**config.mk**
```make
export PLATFORM = sky130hd
export DESIGN_NAME = ssas_cordic_cell
export DESIGN_NICKNAME = d
export VERILOG_FILES = /design/src/rtl/ssas_pkg.sv /design/src/rtl/ssas_cordic_cell.sv
export SDC_FILE = /design/constraint.sdc
export NUM_CORES = 1
export LEC_CHECK = 0
export BUFFER_PORTS_ARGS = -buffer_cell sky130_fd_sc_hd__buf_2
export CAP_MARGIN = 20
export CELL_PAD_IN_SITES_DETAIL_PLACEMENT = 0
export CELL_PAD_IN_SITES_GLOBAL_PLACEMENT = 1
export CORE_MARGIN = 3
export CORE_UTILIZATION = 40
export CTS_BUF_LIST = sky130_fd_sc_hd__clkbuf_4 sky130_fd_sc_hd__clkbuf_8 sky130_fd_sc_hd__clkbuf_16
export CTS_CLUSTER_DIAMETER = 200
export DETAILED_ROUTE_END_ITERATION = 10
export GPL_TIMING_DRIVEN = 0
export PLACE_DENSITY = 0.78
export SETUP_SLACK_MARGIN = 0.15
export SLEW_MARGIN = 20
export SYNTH_ARGS = -nofsm -noshare
export SYNTH_HDL_FRONTEND = slang
export SYNTH_SLANG_ARGS = --single-unit
export TNS_END_PERCENT = 50
```
**constraint.sdc**
```tcl
create_clock -name clk -period 5.7 [get_ports clk]
set_input_delay 0.57 -clock clk [delete_from_list [all_inputs] [get_ports clk]]
set_output_delay 0.57 -clock clk [all_outputs]
set_load 0.02 [all_outputs]
```
**src/rtl/ssas_pkg.sv**
```systemverilog
// ----------------------------------------------------------------------------
// ssas_pkg
// Types, widths and calibration constants of the sun sensor angle solver.
// ----------------------------------------------------------------------------
package ssas_pkg;

  typedef struct packed {
    logic [1:0]         sensor_index;
    logic signed [15:0] raw_x;
    logic signed [15:0] raw_y;
  } in_t;

  typedef struct packed {
    logic signed [14:0] elevation;
    logic [15:0]        azimuth;
    logic               sun_seen;
    logic [1:0]         display_class;
  } out_t;

  // configuration register indexes
  localparam logic [1:0] REG_SUN_SEEN_LIMIT = 2'd0;
  localparam logic [1:0] REG_EL_BAND_LOW    = 2'd1;
  localparam logic [1:0] REG_EL_BAND_HIGH   = 2'd2;

  // display classes
  localparam logic [1:0] CLASS_NO_SUN   = 2'd0;
  localparam logic [1:0] CLASS_IN_BAND  = 2'd1;
  localparam logic [1:0] CLASS_OUT_BAND = 2'd2;

  // datapath widths
  localparam int CW     = 25;  // cordic x/y
  localparam int ZW     = 25;  // cordic angle, 1/32768 degree
  localparam int RAD_W  = 46;  // radicand of the square root
  localparam int ROOT_W = RAD_W / 2;
  localparam int REM_W  = ROOT_W + 2;

  localparam logic signed [ZW-1:0] DEG180_FINE = 25'sd5898240;
  localparam logic signed [17:0]   DEG360_OUT  = 18'sd46080;
  localparam logic signed [16:0]   EL_LIMIT    = 17'sd11520;

  // per-sensor calibration, q.16
  localparam logic signed [19:0] GAIN_X [4] = '{20'sd329567, 20'sd317948, 20'sd331606,
                                                20'sd329567};
  localparam logic signed [19:0] GAIN_Y [4] = '{20'sd327680, 20'sd327680, 20'sd327680,
                                                20'sd327680};
  localparam logic signed [16:0] OFFS_X [4] = '{17'sd5243, -17'sd21588, 17'sd3631,
                                                -17'sd15580};
  localparam logic signed [16:0] OFFS_Y [4] = '{-17'sd10302, -17'sd11454, -17'sd5543,
                                                -17'sd33001};
  localparam logic signed [15:0] TILT_COS [4] = '{16'sd25502, 16'sd24868, 16'sd25396,
                                                  16'sd25607};
  localparam logic signed [16:0] TILT_SIN [4] = '{17'sd60371, 17'sd60635, 17'sd60415,
                                                  17'sd60326};
  localparam logic signed [41:0] SEP_SIN [4] = '{42'sd242771 * 42'sd60371,
                                                 42'sd237147 * 42'sd60635,
                                                 42'sd230164 * 42'sd60415,
                                                 42'sd232945 * 42'sd60326};
  localparam logic signed [41:0] SEP_COS [4] = '{42'sd242771 * 42'sd25502,
                                                 42'sd237147 * 42'sd24868,
                                                 42'sd230164 * 42'sd25396,
                                                 42'sd232945 * 42'sd25607};
  localparam logic signed [17:0] MOUNT_AZ [4] = '{18'sd5760, -18'sd5760, -18'sd17280,
                                                  18'sd17280};

  // atan(2^-i) in 1/32768 degree
  function automatic logic signed [ZW-1:0] atan_fine(input int i);
    logic signed [ZW-1:0] a;
    case (i)
      0:  a = 25'sd1474560;
      1:  a = 25'sd870484;
      2:  a = 25'sd459940;
      3:  a = 25'sd233473;
      4:  a = 25'sd117189;
      5:  a = 25'sd58652;
      6:  a = 25'sd29333;
      7:  a = 25'sd14667;
      8:  a = 25'sd7334;
      9:  a = 25'sd3667;
      10: a = 25'sd1833;
      11: a = 25'sd917;
      12: a = 25'sd458;
      13: a = 25'sd229;
      14: a = 25'sd115;
      15: a = 25'sd57;
      16: a = 25'sd29;
      17: a = 25'sd14;
      18: a = 25'sd7;
      19: a = 25'sd4;
      20: a = 25'sd2;
      21: a = 25'sd1;
      default: a = '0;
    endcase
    return a;
  endfunction

endpackage

```
**src/rtl/ssas_cordic_cell.sv**
```systemverilog
// ----------------------------------------------------------------------------
// ssas_cordic_cell
// One vectoring step of the cordic chain with a registered output.
// ----------------------------------------------------------------------------
module ssas_cordic_cell #(
  parameter int STAGE  = 0,
  parameter int SIDE_W = 1
) (
  input  logic                            clk,
  input  logic                            rst_n,
  input  logic                            en,
  input  logic                            valid_in,
  input  logic signed [ssas_pkg::CW-1:0]  x_in,
  input  logic signed [ssas_pkg::CW-1:0]  y_in,
  input  logic signed [ssas_pkg::ZW-1:0]  z_in,
  input  logic [SIDE_W-1:0]               side_in,
  output logic                            valid_out,
  output logic signed [ssas_pkg::CW-1:0]  x_out,
  output logic signed [ssas_pkg::CW-1:0]  y_out,
  output logic signed [ssas_pkg::ZW-1:0]  z_out,
  output logic [SIDE_W-1:0]               side_out
);

  localparam logic signed [ssas_pkg::ZW-1:0] ANGLE = ssas_pkg::atan_fine(STAGE);

  logic signed [ssas_pkg::CW-1:0] dx, dy;
  logic                           up;

  assign dx = x_in >>> STAGE;
  assign dy = y_in >>> STAGE;
  assign up = y_in > 0;

  always_ff @(posedge clk) begin
    if (!rst_n) begin
      valid_out <= 1'b0;
    end else if (en) begin
      valid_out <= valid_in;
    end
  end

  always_ff @(posedge clk) begin
    if (en) begin
      x_out    <= up ? x_in + dy : x_in - dy;
      y_out    <= up ? y_in - dx : y_in + dx;
      z_out    <= up ? z_in + ANGLE : z_in - ANGLE;
      side_out <= side_in;
    end
  end

endmodule

```
# ---- Word-level counts from Yosys, hierarchy flattened
# Cells that the tools add are included.
dict set report classes {
  n_bitwise 0
  n_reduce_logical 0
  n_addsub 5
  order_cmp 1
  div_mod_pow 0
  eq_ne 0
  shifts 0
  muxes 3
  multipliers 0
}
# operator n
set ops {}
lappend ops {{$mux 25} 3}
lappend ops {{$sub 25x25->25} 2}
lappend ops {{$add 25x22->25 const B} 1}
lappend ops {{$add 25x25->25} 1}
lappend ops {{$gt 25x1->1 const B} 1}
lappend ops {{$sub 25x22->25 const B} 1}
dict set report totals {
  output_inout_bits 77
  mem_bits_rw 0
  latch_bits 0
  romBits 0
  register_bits 77
  mem_count 0
}

# ---- Logic depth before layout (Yosys ltp)
dict set report depth {
  word_depth 2
  mapped_depth 15
}

# ---- Least setup slack after synthesis
# Ideal clock, no wire load.
dict set report synth_path {
  kind {in2reg}
  from {input y_in[21] in the netlist's numbering}
  to {register z_out[24] in the netlist's numbering, data pin}
  n_path_buf 2
  setup_ns 0.259
  t_required_ns 5.441
  arrival_ns 3.296
  path_slack_ns 2.145
  stages 14
  cell_sequence {nor4_1 -> nand4_1 -> o21bai_1 -> clkbuf_1 -> buf_2 -> ha_1 -> a21o_1 -> a21oi_1 -> o21ai_0 -> a21oi_1 -> o21ai_0 -> a21o_1 -> a21oi_1 -> xnor2_1}
}
dict set report synth_via {
  elab_chain_cells 2
}
# item line
set synth_rtl {}
lappend synth_rtl {{start, declared} ssas_cordic_cell.sv:14} ;# input logic signed [ssas_pkg::CW-1:0] y_in,
lappend synth_rtl {{$gt 25x1->1} ssas_cordic_cell.sv:31} ;# assign up = y_in > 0;
lappend synth_rtl {{$mux 25} ssas_cordic_cell.sv:45} ;# z_out <= up ? z_in + ANGLE : z_in - ANGLE;
lappend synth_rtl {{end signal, assigned} ssas_cordic_cell.sv:45}
lappend synth_rtl {{end, declared} ssas_cordic_cell.sv:20} ;# output logic signed [ssas_pkg::ZW-1:0] z_out,
# Every way passes these cells.
# A chain may end at the register's enable or synchronous reset.

# ---- Final worst setup path
dict set report layout_path {
  from {input y_in[14] in the netlist's numbering}
  to {register z_out[23] in the netlist's numbering, data pin}
}
# Same word-level chain as after synthesis.

==> flow_summary.ini <==
[run_status]
outcome = finished, final reports clean

[yosys]
ys_ff_latch = 76
synth-simple-area-share = 0.141
syn_area_per_cell_um2 = 8.83
ys_warn_count = 0
synthArstFlopShare = 0
synthMuxAreaShare = 0.0119
seq_area_frac_synth = 0.326
synth-compound-area-share = 0.235
synthTopCellsByArea = edfxtp_1 32%, ha_1 14%, a21oi_1 6.3%
yosysUniqueCellTypes = 67
synth_top_family_by_area = compound AO/OA/AOI/OAI gates
netlist_area_um2 = 6960
synthXorXnorAreaFrac = 0.0641
synth-main-ff-cell = edfxtp_1
yosys.area.top_type = edfxtp_1
syn_inst = 789
synth-adder-area-share = 0.155
syn_nets = 953
synth_top_area_frac = 0.323
synth_edf_count = 75

[clock_network]
postCtsHoldBufs = 0
clock_latency_ns = 0.34
cts_setup_buffers = 0
clockBufferDepth = 2
cts_buffers = 9
cts_resized = 0
cts_sinks = 76
cts.clk_slew.worst_paths_ns = 0.06
cts_root_buf = clkbuf_16
htreeDepth = 3
cts_tree = yes

[route]
wl_per_cell_um = 18.3
final_antenna_net_count = 0
vias_per_cell = 5.46
first_pass_iters = 5
drt_iter0_drc = 541
wl_um = 21600
vias = 6456
drt_drc_violations_left = 0

[finish]
final_layout_size_suffix_gt1_frac = 0.212
final_cell_mix = 169 x buf_2, 88 x a21oi_1, 80 x inv_1, 80 x ha_1, 75 x edfxtp_1
layout-area-overhead-vs-synth_pct = 20.2
final_nets = 1121
final_common_cell = buf_2

[flow_run]
max_cap_viol_count = 0

[critical_path]
cp-startpoint = y_in[14]
crit_path_start_kind = primary input
cp_slowest_stage_delay_ns = 0.55
critPathMaxFanout = 13
reg2reg_slack_ns = 5.11
path_class = in2reg
worstPathArrival_ns = 4.69
crit_required_ns = 5.79
reg2reg_from = valid_out
cp_slowest_cell = nor4_1
end_kind = flop
crit_chain = buf_2 > nor4_1 > nand4_1 > o21bai_1 > inv_1 > clkbuf_1 > clkbuf_1 > ha_1 > nor2b_1 > o21ai_0 > a21boi_0 > o21ai_0 > nand2b_1 > a21o_1 > a21oi_1 > xnor2_1

[hold_path]
hp-start = z_in[4]
worstHoldPathType = in2reg

[grt]
grt_max_degree = 61
grtUsageTotal = 0.226
grt_pass1_vias = 6025
overflow = 0
grt_pass1_wl_um = 32800
antenna_found_initial = 1

[timing]
slew_viol_final = 0
clock_skew_ns = 0
layout_setup_ws_ns = 1.10
finalSetupTns_ns = 0
rsz0062_at_grt = false
worst_pin_slew_ns = 0.995
setup_violations = 0
hold_viol = 0
worst_hold_slack_ns = 0.402
fin_crit_ns = 4.60
max_freq_ghz = 0.218
fin_crit_sh = 0.806
slew_headroom = 0.336

[pwr]
peakVddDrop_mv = 0.146
p_leak_nw = 3.82
power_density_nw_per_um2 = 255
report.power.total_mw = 2.13

[die]
dieArea_um2 = 19000
fp-row-count = 47
die_height_um = 138
start_util = 0.414
coreArea_um2 = 16800
ioPinCount = 157
die_w_um = 138

[placed_design]
gp_congestion = 0.909
dp_slack_ns = 0.789
dp_hpwl_um = 17000
port_buffers = 156
## critical path, delay by kind of cell
kind	cells	cell delay [ns]
compound gates	6	1.33
xor+xnor	1	0.08
fa+ha+maj	1	0.50
buf+inv	4	1.21
simple gates	4	0.99
## synth_stat cells, drive strengths merged, types with 5 or more instances
master,count
nor4,11
xnor2,42
ha,80
nor2b,14
a21boi,6
clkbuf,16
a21oi,89
o211ai,8
buf,19
inv,81
nand3,7
nor3,21
nand2,47
a211oi,8
nand2b,13
o21bai,16
and3,6
o21a,9
a21o,23
or2,5
o2111ai,5
a31oi,9
o21ai,45
edfxtp,75
nor2,57
mux2i,6
nand4,5
xor2,9
## metal layers
metal  track usage  routed length [µm]
met1         0.310                9860
met2         0.371                9850
met3        0.0330                1540
met4        0.0692                 401
met5             0                   0
## report_power, final
group          total [mW]  switching [mW]  internal [mW]
logic               0.763           0.487          0.276
clock network       0.631           0.242          0.389
registers           0.740          0.0186          0.722
total                2.13           0.748           1.39
## layout make-up
| cell class | count | area (µm²) |
|---|---|---|
| clock inverter | 6 | 88.8 |
| clock buffer | 10 | 233 |
| timing repair buffer | 157 | 811 |
| buffer | 35 | 160 |
| tap | 220 | 275 |
| multi-input combinational | 597 | 4230 |
| fill | 1674 | 8440 |
| sequential | 76 | 2270 |
| inverter | 81 | 304 |
| antenna | 1 | 2.50 |
## path summary, 6_finish.rpt
path / to / cells after the start
max reg2reg: valid_out / 2
max: z_out[23] / 16
min: z_out[4] / 1
min reg2reg: valid_out / 2
## logic make-up (layout without fill, tap and decap cells)
family          Yosys count  in the layout
xor+xnor                 51             51
mux                       8              8
simple gates            200            200
compound gates          254            254
other cells               0              1
buf+inv                 116            289
fa+ha+maj                84             84
flops                    76             76
## state kept, by name, summed over array words and instances (netlist names)
name       count
x_out         25
valid_out      1
z_out         25
side_out       1
y_out         24
## metrics by stage
| step | utilization | instance area, µm² | std cells |
|---|---|---|---|
| 6_report | 0.498 | 8370 | 1183 |
| 3_5_place_dp | 0.479 | 8050 | 1166 |
| 3_3_place_gp | 0.477 | 8020 | 1165 |
| 2_1_floorplan | - | 6960 | 789 |
| 4_1_cts | 0.498 | 8370 | 1182 |
| 5_1_grt | 0.498 | 8370 | 1183 |
No activity file was read; power rests on OpenSTA's default activity.
