===== src/rtl/ssas_pkg.sv =====
// ----------------------------------------------------------------------------
// ssas_pkg
// Types, widths and calibration constants of the sun sensor angle solver.
// ----------------------------------------------------------------------------
package ssas_pkg;

  typedef struct packed {
    logic [1:0]         sensor_index;
    logic signed [15:0] raw_x;
    logic signed [15:0] raw_y;
  } in_t;

  typedef struct packed {
    logic signed [14:0] elevation;
    logic [15:0]        azimuth;
    logic               sun_seen;
    logic [1:0]         display_class;
  } out_t;

  // configuration register indexes
  localparam logic [1:0] REG_SUN_SEEN_LIMIT = 2'd0;
  localparam logic [1:0] REG_EL_BAND_LOW    = 2'd1;
  localparam logic [1:0] REG_EL_BAND_HIGH   = 2'd2;

  // display classes
  localparam logic [1:0] CLASS_NO_SUN   = 2'd0;
  localparam logic [1:0] CLASS_IN_BAND  = 2'd1;
  localparam logic [1:0] CLASS_OUT_BAND = 2'd2;

  // datapath widths
  localparam int CW     = 25;  // cordic x/y
  localparam int ZW     = 25;  // cordic angle, 1/32768 degree
  localparam int RAD_W  = 46;  // radicand of the square root
  localparam int ROOT_W = RAD_W / 2;
  localparam int REM_W  = ROOT_W + 2;

  localparam logic signed [ZW-1:0] DEG180_FINE = 25'sd5898240;
  localparam logic signed [17:0]   DEG360_OUT  = 18'sd46080;
  localparam logic signed [16:0]   EL_LIMIT    = 17'sd11520;

  // per-sensor calibration, q.16
  localparam logic signed [19:0] GAIN_X [4] = '{20'sd329567, 20'sd317948, 20'sd331606,
                                                20'sd329567};
  localparam logic signed [19:0] GAIN_Y [4] = '{20'sd327680, 20'sd327680, 20'sd327680,
                                                20'sd327680};
  localparam logic signed [16:0] OFFS_X [4] = '{17'sd5243, -17'sd21588, 17'sd3631,
                                                -17'sd15580};
  localparam logic signed [16:0] OFFS_Y [4] = '{-17'sd10302, -17'sd11454, -17'sd5543,
                                                -17'sd33001};
  localparam logic signed [15:0] TILT_COS [4] = '{16'sd25502, 16'sd24868, 16'sd25396,
                                                  16'sd25607};
  localparam logic signed [16:0] TILT_SIN [4] = '{17'sd60371, 17'sd60635, 17'sd60415,
                                                  17'sd60326};
  localparam logic signed [41:0] SEP_SIN [4] = '{42'sd242771 * 42'sd60371,
                                                 42'sd237147 * 42'sd60635,
                                                 42'sd230164 * 42'sd60415,
                                                 42'sd232945 * 42'sd60326};
  localparam logic signed [41:0] SEP_COS [4] = '{42'sd242771 * 42'sd25502,
                                                 42'sd237147 * 42'sd24868,
                                                 42'sd230164 * 42'sd25396,
                                                 42'sd232945 * 42'sd25607};
  localparam logic signed [17:0] MOUNT_AZ [4] = '{18'sd5760, -18'sd5760, -18'sd17280,
                                                  18'sd17280};

  // atan(2^-i) in 1/32768 degree
  function automatic logic signed [ZW-1:0] atan_fine(input int i);
    logic signed [ZW-1:0] a;
    case (i)
      0:  a = 25'sd1474560;
      1:  a = 25'sd870484;
      2:  a = 25'sd459940;
      3:  a = 25'sd233473;
      4:  a = 25'sd117189;
      5:  a = 25'sd58652;
      6:  a = 25'sd29333;
      7:  a = 25'sd14667;
      8:  a = 25'sd7334;
      9:  a = 25'sd3667;
      10: a = 25'sd1833;
      11: a = 25'sd917;
      12: a = 25'sd458;
      13: a = 25'sd229;
      14: a = 25'sd115;
      15: a = 25'sd57;
      16: a = 25'sd29;
      17: a = 25'sd14;
      18: a = 25'sd7;
      19: a = 25'sd4;
      20: a = 25'sd2;
      21: a = 25'sd1;
      default: a = '0;
    endcase
    return a;
  endfunction

endpackage


===== src/rtl/ssas_sqrt_cell.sv =====
// ----------------------------------------------------------------------------
// ssas_sqrt_cell
// One digit of the restoring square root with a registered output.
// ----------------------------------------------------------------------------
module ssas_sqrt_cell #(
  parameter int SIDE_W = 1
) (
  input  logic                              clk,
  input  logic                              rst_n,
  input  logic                              en,
  input  logic                              valid_in,
  input  logic [ssas_pkg::RAD_W-1:0]        rad_in,
  input  logic [ssas_pkg::REM_W-1:0]        rem_in,
  input  logic [ssas_pkg::ROOT_W-1:0]       root_in,
  input  logic [SIDE_W-1:0]                 side_in,
  output logic                              valid_out,
  output logic [ssas_pkg::RAD_W-1:0]        rad_out,
  output logic [ssas_pkg::REM_W-1:0]        rem_out,
  output logic [ssas_pkg::ROOT_W-1:0]       root_out,
  output logic [SIDE_W-1:0]                 side_out
);

  logic [ssas_pkg::REM_W-1:0] rem_sh, trial;
  logic                       ge;

  assign rem_sh = {rem_in[ssas_pkg::REM_W-3:0], rad_in[ssas_pkg::RAD_W-1 -: 2]};
  assign trial  = {root_in, 2'b01};
  assign ge     = rem_sh >= trial;

  always_ff @(posedge clk) begin
    if (!rst_n) begin
      valid_out <= 1'b0;
    end else if (en) begin
      valid_out <= valid_in;
    end
  end

  always_ff @(posedge clk) begin
    if (en) begin
      rad_out  <= {rad_in[ssas_pkg::RAD_W-3:0], 2'b00};
      rem_out  <= ge ? rem_sh - trial : rem_sh;
      root_out <= {root_in[ssas_pkg::ROOT_W-2:0], ge};
      side_out <= side_in;
    end
  end

endmodule


===== config.mk =====
export PLATFORM = sky130hd
export DESIGN_NAME = ssas_sqrt_cell
export DESIGN_NICKNAME = d
export VERILOG_FILES = /design/src/rtl/ssas_pkg.sv /design/src/rtl/ssas_sqrt_cell.sv
export SDC_FILE = /design/constraint.sdc
export NUM_CORES = 1
export LEC_CHECK = 0
export BUFFER_PORTS_ARGS = -buffer_cell sky130_fd_sc_hd__buf_2
export CAP_MARGIN = 10
export CORE_UTILIZATION = 45
export CTS_BUF_LIST = sky130_fd_sc_hd__clkbuf_8
export DETAILED_ROUTE_END_ITERATION = 10
export GPL_ROUTABILITY_DRIVEN = 0
export PLACE_DENSITY = 0.76
export SLEW_MARGIN = 5
export SYNTH_ARGS = -nofsm -noshare
export SYNTH_HDL_FRONTEND = slang
export SYNTH_SLANG_ARGS = --single-unit

===== constraint.sdc =====
create_clock -name clk -period 9.5 [get_ports clk]
set_clock_uncertainty 0.2 [all_clocks]
set_input_delay 2.375 -clock clk [delete_from_list [all_inputs] [get_ports clk]]
set_output_delay 2.375 -clock clk [all_outputs]
set_load 0.02 [all_outputs]

* After elaboration in Yosys (flattened, before gate mapping)
Cells that the tools add are included.
** Word-level totals
- Bits in registers :: 94
- Input bits :: 99
- Output and inout bits :: 96
- Word-level logic and storage cells :: 8
** Cells by class
- Add/sub/neg operators :: 1
- $lt $le $gt $ge :: 1
- Muxes and demuxes :: 1
** Operator list (count)
- $ge A25 B25 Y1 :: 1
- $mux W25 :: 1
- $sub A25 B25 Y25 :: 1

* Logic depth before layout (Yosys ltp)
Gate-level depths: netlist of run 1.
- Word-level depth :: 2
- Mapped depth :: 13
- Gate-level depth less buffers :: 10

* Least setup slack after synthesis of run 1
No wires, ideal clock.
- Path type :: input port to flip-flop
- From :: input port root_in[17] (netlist bit)
- To :: register rem_out[23] (netlist bit), data pin
- Setup time :: 0.135 ns
- Arrival :: 4.522 ns
- Required time :: 9.165 ns
- Slack :: 4.643 ns
- Cell stages on the path :: 11
- Buffers on the path :: 2
- Path through :: inv_1 > ha_1 > buf_2 > and4_1 > nand3_1 > or3b_1 > and2_4 > and3_1 > buf_6 > or4b_1 > nand3_1
** Between the ends
- Word-level cells in the longest chain between the ends :: 2
- Elaborated cells on any way between the ends :: 3
- Classes of those cells :: add/sub (1); order compare (1); mux (1)
** RTL lines
- start: declaration :: line ssas_sqrt_cell.sv:14 : input logic [ssas_pkg::ROOT_W-1:0] root_in,
- $sub A25 B25 Y25 / $ge A25 B25 Y1 (equally long branches) :: line ssas_sqrt_cell.sv:41, ssas_sqrt_cell.sv:28
- $mux W25 (*) :: line ssas_sqrt_cell.sv:41 : rem_out <= ge ? rem_sh - trial : rem_sh;
- end signal: assignment :: line ssas_sqrt_cell.sv:41
- end: declaration :: line ssas_sqrt_cell.sv:18 : output logic [ssas_pkg::REM_W-1:0] rem_out,
Every way passes the cells marked *; elsewhere a longest branch is shown, timed or not.
A chain may end at the register's enable or synchronous reset.

* Worst setup path in the final report of run 1
- From :: input port root_in[2] (netlist bit)
- To :: register rem_out[22] (netlist bit), data pin
The elaborated chain is that of the path after synthesis.

==> run metrics, run 1 <==
Final setup viols 0; Die Wd about 100 um; IO buf count 190; die boundary height approximately 100 um; worst setup path category in -> reg; Final Cell Area 5790 um2; Clk pwr share 26.0%; Nets 684; DRT Wirelength 11000 um; crit-path max cell delay ~0.6 ns; Final HPWL DP just over 8000 um; Worst Path Arrival 5.36 ns; clock-pin transition on the worst setup and hold timing paths around 0.090 ns; largest net degree at the start of global routing 95; max-slew violations 0; dominant cell type by area after synthesis edfxtp_1; vias in the first global route between 3k and 4k; Placed Area ~5600 um2; Fin Setup TNS 0 ns; Startpoint Class primary input; ranking of synthesized cells by area edfxtp_1 (61%), ha_1 (6.9%), a21oi_1 (4.0%); first-pass GRT wire length 15800 um; DR vias between 3k and 4k; Max VDD drop 72.8 uV; P_leak between 2 and 3 nW; achievable clock frequency ~190 MHz; Area growth syn-to-layout 27.5%; sequential share of the synthesized area 61.9%; total grt overflow 0; Sw Share between 20% and 30%; Synth top area share 61.5%; drt initial violations 275; Int Pwr approximately 710 uW; number of buffers created by CTS 9; Hold WS 0.391 ns; Netlist Area Pre-Place 4540 um2; io pins roughly 200; CTS sink count 94; HP Class reg -> reg; drt drc 0; Initial Utilization 46.5%; FF/Latch Area around 2800 um2; Critical path buffers and inverters 3; share of cells above drive strength 1 between 30% and 40%; slowest stage cell, crit path and3_1; Net Sw Power 304 uW; Multi-input gate area between 1500 and 2000 um2; routed vias/inst roughly 5.1; CP max FO 36; row cnt 36; number of flops mapped to enable cells by yosys 93; Slew Limit Headroom between 20% and 30%; # diodes 0; cells along the critical path buf_2, inv_1, ha_1, a21oi_1, o21a_1, a21boi_0, o211ai_1, and3_1, inv_2, and2_1, a211oi_1; synth warn 0; Yosys reg bits between 90 and 100; min Tclk post-route 5.36 ns; Final period util ~56%; Routed Antenna Nets 0; CTS Buffer Depth 2; antenna violations before repair 0; Fill cells 819; Top delay family on crit path compound AO/OA/AOI/OAI gates; Global Route Usage Sum about a fifth; die area 10500 um2; Post-Syn Instances about 370; WP data required 9.50 ns; status finished, final reports clean; CTS Hold Buffers Added 0; critical path endpoint category flip-flop; ys async rst share 0%; worst skew pair latency about 0.36 ns; Worst Max-Slew Pin Slew between 1 and 1.5 ns; Post-CTS Setup Inserts 0; Comb pwr share a little under a quarter; Mapped Avg Cell Area ~12 um2; number of max-cap violations 0; Primary FF master, synth edfxtp_1; H-tree Lvls 3; Sequential Power Share roughly half; post-synthesis cell type count between 50 and 60; Place WS 3.80 ns; RSZ-0062 raised after global routing no; WL/cell 15.7 um; Core Region 9770 um2; final hold vios 0; pwr dens ~180 nW/um2; post-CTS resize count 0; Final Worst Setup Slack approximately 4.1 ns; CTS tree done; clock root buffer clkbuf_8; Pre-antenna DRT Iters 4
worst paths after layout:
path | startpoint | to | slack, ns | cells past startpoint
worst max-delay path | root_in[2] | rem_out[22] | 4.14 | 11
worst min-delay path | valid_out | valid_out | 0.39 | 2
worst max register to register | valid_out | valid_out | 8.64 | 2
worst min register to register | valid_out | valid_out | 0.39 | 2
layer usage:
metal  up-vias  routed length, um  track usage, %
met1      1668               4350            21.5
met3        22                835            5.15
li1       1747                  -               -
met5         -                  0               0
met2       147               5580            37.4
met4         0                190            7.91
cell families after synthesis:
family	count (synthesis)	synth area share, %
DFF	94	61.9
buffers and inverters	41	3.88
other	1	0.0825
xor gates and xnor gates	18	3.47
AOI/OAI and AO/OA	96	13.2
and+or+nand+nor	91	9.91
adders and majority gates	25	6.88
muxes	3	0.688
power by group through the flow:
stage	Combinational, mW	Clock, mW	Sequential (mW)
final	0.239	0.263	0.512
after floorplan	0.0981	0	0.576
after global routing	0.260	0.286	0.517
after detailed placement	0.238	0	0.522
after CTS	0.239	0.268	0.513
after global placement	0.233	0	0.521
final cells by class:
cell class / instances / share of cell area (%)
multi-input combinational: 235 / 26.9
tap: 133 / 2.87
clock inverter: 7 / 1.10
inverter: 30 / 1.94
timing repair buffer: 190 / 16.5
clock buffer: 9 / 2.14
sequential: 94 / 48.6
registers in the layout, summed over array words and instances, names as in the netlist:
register	flops
rad_out	44
side_out	1
rem_out	25
valid_out	1
root_out	23
cells in the final DEF (no fill, tap or decap), types with 3 or more instances in the layout:
| cell | n |
|---|---|
| xor2_1 | 8 |
| nand2_1 | 23 |
| buf_2 | 189 |
| clkbuf_8 | 9 |
| and2_1 | 3 |
| o21ai_0 | 18 |
| nor2_1 | 29 |
| edfxtp_1 | 93 |
| o21a_1 | 3 |
| o211ai_1 | 3 |
| o31ai_1 | 3 |
| a21o_1 | 13 |
| a211oi_1 | 5 |
| inv_1 | 30 |
| a21oi_1 | 36 |
| ha_1 | 25 |
| nand4_1 | 4 |
| and4_1 | 3 |
| and3_1 | 4 |
| xnor2_1 | 10 |
| nor3_1 | 6 |
| nand3_1 | 4 |
Yosys cell counts (2+ instances only):
cell / n
and2_1: 3
a211oi_1: 5
xnor2_1: 10
buf_2: 6
edfxtp_1: 93
or3_1: 2
mux2i_1: 2
ha_1: 25
a21boi_0: 2
nand4_1: 4
a21oi_1: 36
and3_1: 4
o21ai_0: 18
a21o_1: 13
o211ai_1: 3
nand3_1: 4
nand2b_1: 2
inv_1: 29
buf_4: 2
clkbuf_1: 2
nor2_1: 29
o21a_1: 3
nor3_1: 6
o21bai_1: 2
a31oi_1: 2
nand2_1: 23
nor2b_1: 2
and4_1: 3
o31ai_1: 3
xor2_1: 8
through the flow:
step	instances	power [mW]	utilization [%]
floorplan	370	0.674	-
global placement	682	0.754	57.3
detailed placement	682	0.760	57.3
CTS	698	1.02	59.3
global route	698	1.06	59.3
finish	698	1.01	59.3
tightest hold or removal path: stages, from the launching register on:
cell and delay, ns:
dfxtp_1 0.35, mux2i_1 0.08, nor2b_1 0.12
Note: power is estimated with default switching activity, not from simulation.
==> run 2, diff against run 1 <==
ABC_AREA = 1   (was unset)
PLACE_DENSITY = 0.77   (was 0.76)
clock period = 4.43 ns   (was 9.5 ns; I/O delays follow)
==> run 2 against run 1 <==
Net effect: die area increased by 16%; largest cell class unchanged; sequential power grew 110%; synthesized cell count increased by 65%; worst setup slack got worse by 3.0 ns; wire length is 15% higher; hold slack worse by 0.034 ns; highest routed layer unchanged; via count grew 29%.
==> run metrics, run 2 <==
Pre-antenna DRT Iters 4 (unchanged); Slew Limit Headroom 65.6% (+44 points); cells along the critical path buf_2, inv_1, ha_1, nand2_1, nor2_2, nand3_1, nand3_1, nand3_4, nand3_4, nand2_1, nand2_1; sequential share of the synthesized area 53.1% (-8.8 points); Sw Share 30.2% (+0.30 points); gr busiest metal met2; Final period util between 70% and 80%; Top delay family on crit path simple AND/OR/NAND/NOR gates; routed vias/inst 4.86 (-5.4%); Placed Area 6390 um2 (+14%); WL/cell 13.2 um (-16%); Crit path top cell by count nand2_1; ranking of synthesized cells by area edfxtp_1 (53%), nand2_1 (17%), inv_1 (8.4%); Nets 928 (+36%); Post-CTS Setup Inserts 0 (unchanged); FF/Latch Area 2810 um2 (unchanged); M1 GR Usage 25.5% (+3.9 points); critical path endpoint category flip-flop; CP max FO 26 (-28%); met2 Usage GRT 37.7% (+0.34 points); Global Route Usage Sum 21.2% (+1.2 points); Final setup viols 0 (unchanged); crit-path max cell delay 0.44 ns (-0.16 ns); Yosys reg bits 94 (unchanged); Mapped Avg Cell Area 8.70 um2 (-29%); min Tclk post-route about 3.3 ns; clock root buffer clkbuf_8; Critical path buffers and inverters 2 (-1); Final Cell Area 6650 um2 (+15%); max-slew violations 0 (unchanged); number of flops mapped to enable cells by yosys 93 (unchanged); clock-pin transition on the worst setup and hold timing paths 0.09 ns (about the same); drt drc 0 (unchanged); final hold vios 0 (unchanged); drt initial violations 351 (+28%); Fin Setup TNS 0 ns (unchanged); Core Region 11500 um2 (+17%); most common cell in the netlist nand2_1; Worst Path Arrival 3.30 ns (-2.06 ns); die area 12200 um2 (+16%); post-synthesis cell type count 34 (-36%); CTS tree done; io pins 195 (unchanged); Die Wd 111 um (+7.8%); IO buf count 190 (unchanged); dominant cell type by area after synthesis edfxtp_1; pwr dens 357 nW/um2 (+100%); WP data required 4.47 ns (-5.03 ns); largest reg by FF count rad_out; total grt overflow 0 (unchanged); post-CTS resize count 0 (unchanged); row cnt 39 (+8.3%); share of cells above drive strength 1 27.7% (-9.3 points); most common cell after layout, fill and taps aside nand2_1; ys async rst share 0% (unchanged); Final HPWL DP 9910 um (+22%); DR vias 4622 (+29%); Post-Syn Instances 609 (+65%); die boundary height 111 um (+7.8%); largest net degree at the start of global routing 41 (-57%); synth warn 0 (unchanged); grt met3 use 3.84% (-1.3 points); Clk pwr share 29.5% (+3.5 points); CTS Hold Buffers Added 0 (unchanged); # diodes 0 (unchanged); Comb pwr share 24.3% (+0.8 points); Max VDD drop 273 uV (+270%); HP Class reg -> reg; Netlist Area Pre-Place 5300 um2 (+17%); Multi-input gate area 1970 um2 (+26%); CTS sink count 94 (unchanged); status finished, final reports clean; Worst Max-Slew Pin Slew 0.516 ns (-0.657 ns); Fill cells 1034 (+26%); number of max-cap violations 0 (unchanged); Int Pwr 1.65 mW (+130%); Sequential Power Share 46.2% (-4.3 points); Routed Antenna Nets 0 (unchanged); number of buffers created by CTS 9 (unchanged); CTS Buffer Depth 2 (unchanged); most frequent cells in the layout nand2_1 (233), buf_2 (189), inv_1 (118); first-pass GRT wire length 20300 um (+28%); worst setup path category in -> reg; worst skew pair latency 0.37 ns (about the same); H-tree Lvls 3 (unchanged); Synth top area share 52.7% (-8.8 points); P_leak 3.51 nW (+35%); vias in the first global route 4308 (+27%); slowest stage cell, crit path nand3_4; biggest regs rad_out: 44 flops, rem_out: 25 flops, root_out: 23 flops; achievable clock frequency 307 MHz; RSZ-0062 raised after global routing no; DRT Wirelength 12600 um (+15%); Net Sw Power 718 uW (+140%); Area growth syn-to-layout 25.4%; Primary FF master, synth edfxtp_1; Post-synth top cells nand2_1 (233), inv_1 (118), edfxtp_1 (93), nand4_1 (33), nor2_1 (26); Startpoint Class primary input; antenna violations before repair 0 (unchanged); Initial Utilization 46.2% (-0.28 points); number of flip-flops in the largest register 44 (unchanged)
==> run 2: cell count changes in the layout (fill, tap and decap cells not counted), sizes merged, moves of 4 or more <==
| cell | change |
|---|---|
| xnor2 | -9 |
| nand3 | +19 |
| nand2 | +211 |
| inv | +89 |
| nand4 | +30 |
| a21o | -13 |
| buf | +4 |
| o21ai | -16 |
| and3 | -4 |
| a21oi | -23 |
| a211oi | -5 |
==> run 2: logic make-up after synthesis <==
group           count (synthesis)  synth area share [%]
simple gates                  331                  27.5
buf+inv                       131                  9.82
flops                          94                  53.1
fa+ha+maj                      25                  5.90
compound gates                 16                  1.77
xor+xnor                       11                  1.82
other cells                     1                0.0708
==> run 2: layout make-up <==
type                            instances  area share, %
Clock buffer                            9           1.86
Clock inverter                          7           1.92
Inverter                              120           6.78
Multi-Input combinational cell        385           29.6
Sequential cell                        94           42.3
Tap cell                              143           2.69
Timing Repair Buffer                  194           14.8
==> run 2: worst min-delay path: stages (launching register included) <==
cell	delay, ns
dfxtp_1	0.33
o21ai_0	0.09
a21oi_1	0.11
==> run 2: final timing paths <==
check | from | to | slack [ns] | cells after the start
setup / recovery | root_in[6] | rem_out[16] | 1.17 | 11
hold / removal | valid_out | valid_out | 0.36 | 2
setup reg to reg | valid_out | valid_out | 3.59 | 2
hold reg to reg | valid_out | valid_out | 0.36 | 2
==> run 2: power by group through the flow <==
stage / Sequential (mW) / Clock, mW / Combinational (mW)
floorplan: 1.23 / 0 / 0.261
global placement: 1.11 / 0 / 0.571
detailed placement: 1.12 / 0 / 0.579
CTS: 1.10 / 0.720 / 0.581
global route: 1.10 / 0.752 / 0.640
finish: 1.10 / 0.700 / 0.578
==> run 2: metal layers <==
| metal | share of wire [%] | up-vias | wire (um) |
|---|---|---|---|
| met5 | 0 | - | 0 |
| li1 | - | 2333 | - |
| met4 | 1.9 | 0 | 234 |
| met1 | 42 | 2094 | 5260 |
| met2 | 50 | 176 | 6290 |
| met3 | 6.5 | 19 | 824 |
==> run 2: per-stage QoR <==
step	instances	hold WS (ns)	utilization [%]	setup slack, ns	total power, mW
3_3_place_gp	936	0.324	55.8	0.820	1.68
3_5_place_dp	936	0.332	55.8	0.799	1.70
2_1_floorplan	610	0.406	-	1.51	1.49
4_1_cts	952	0.355	58.0	1.22	2.40
5_1_grt	952	0.395	58.0	1.01	2.49
6_report	952	0.358	58.0	1.17	2.37
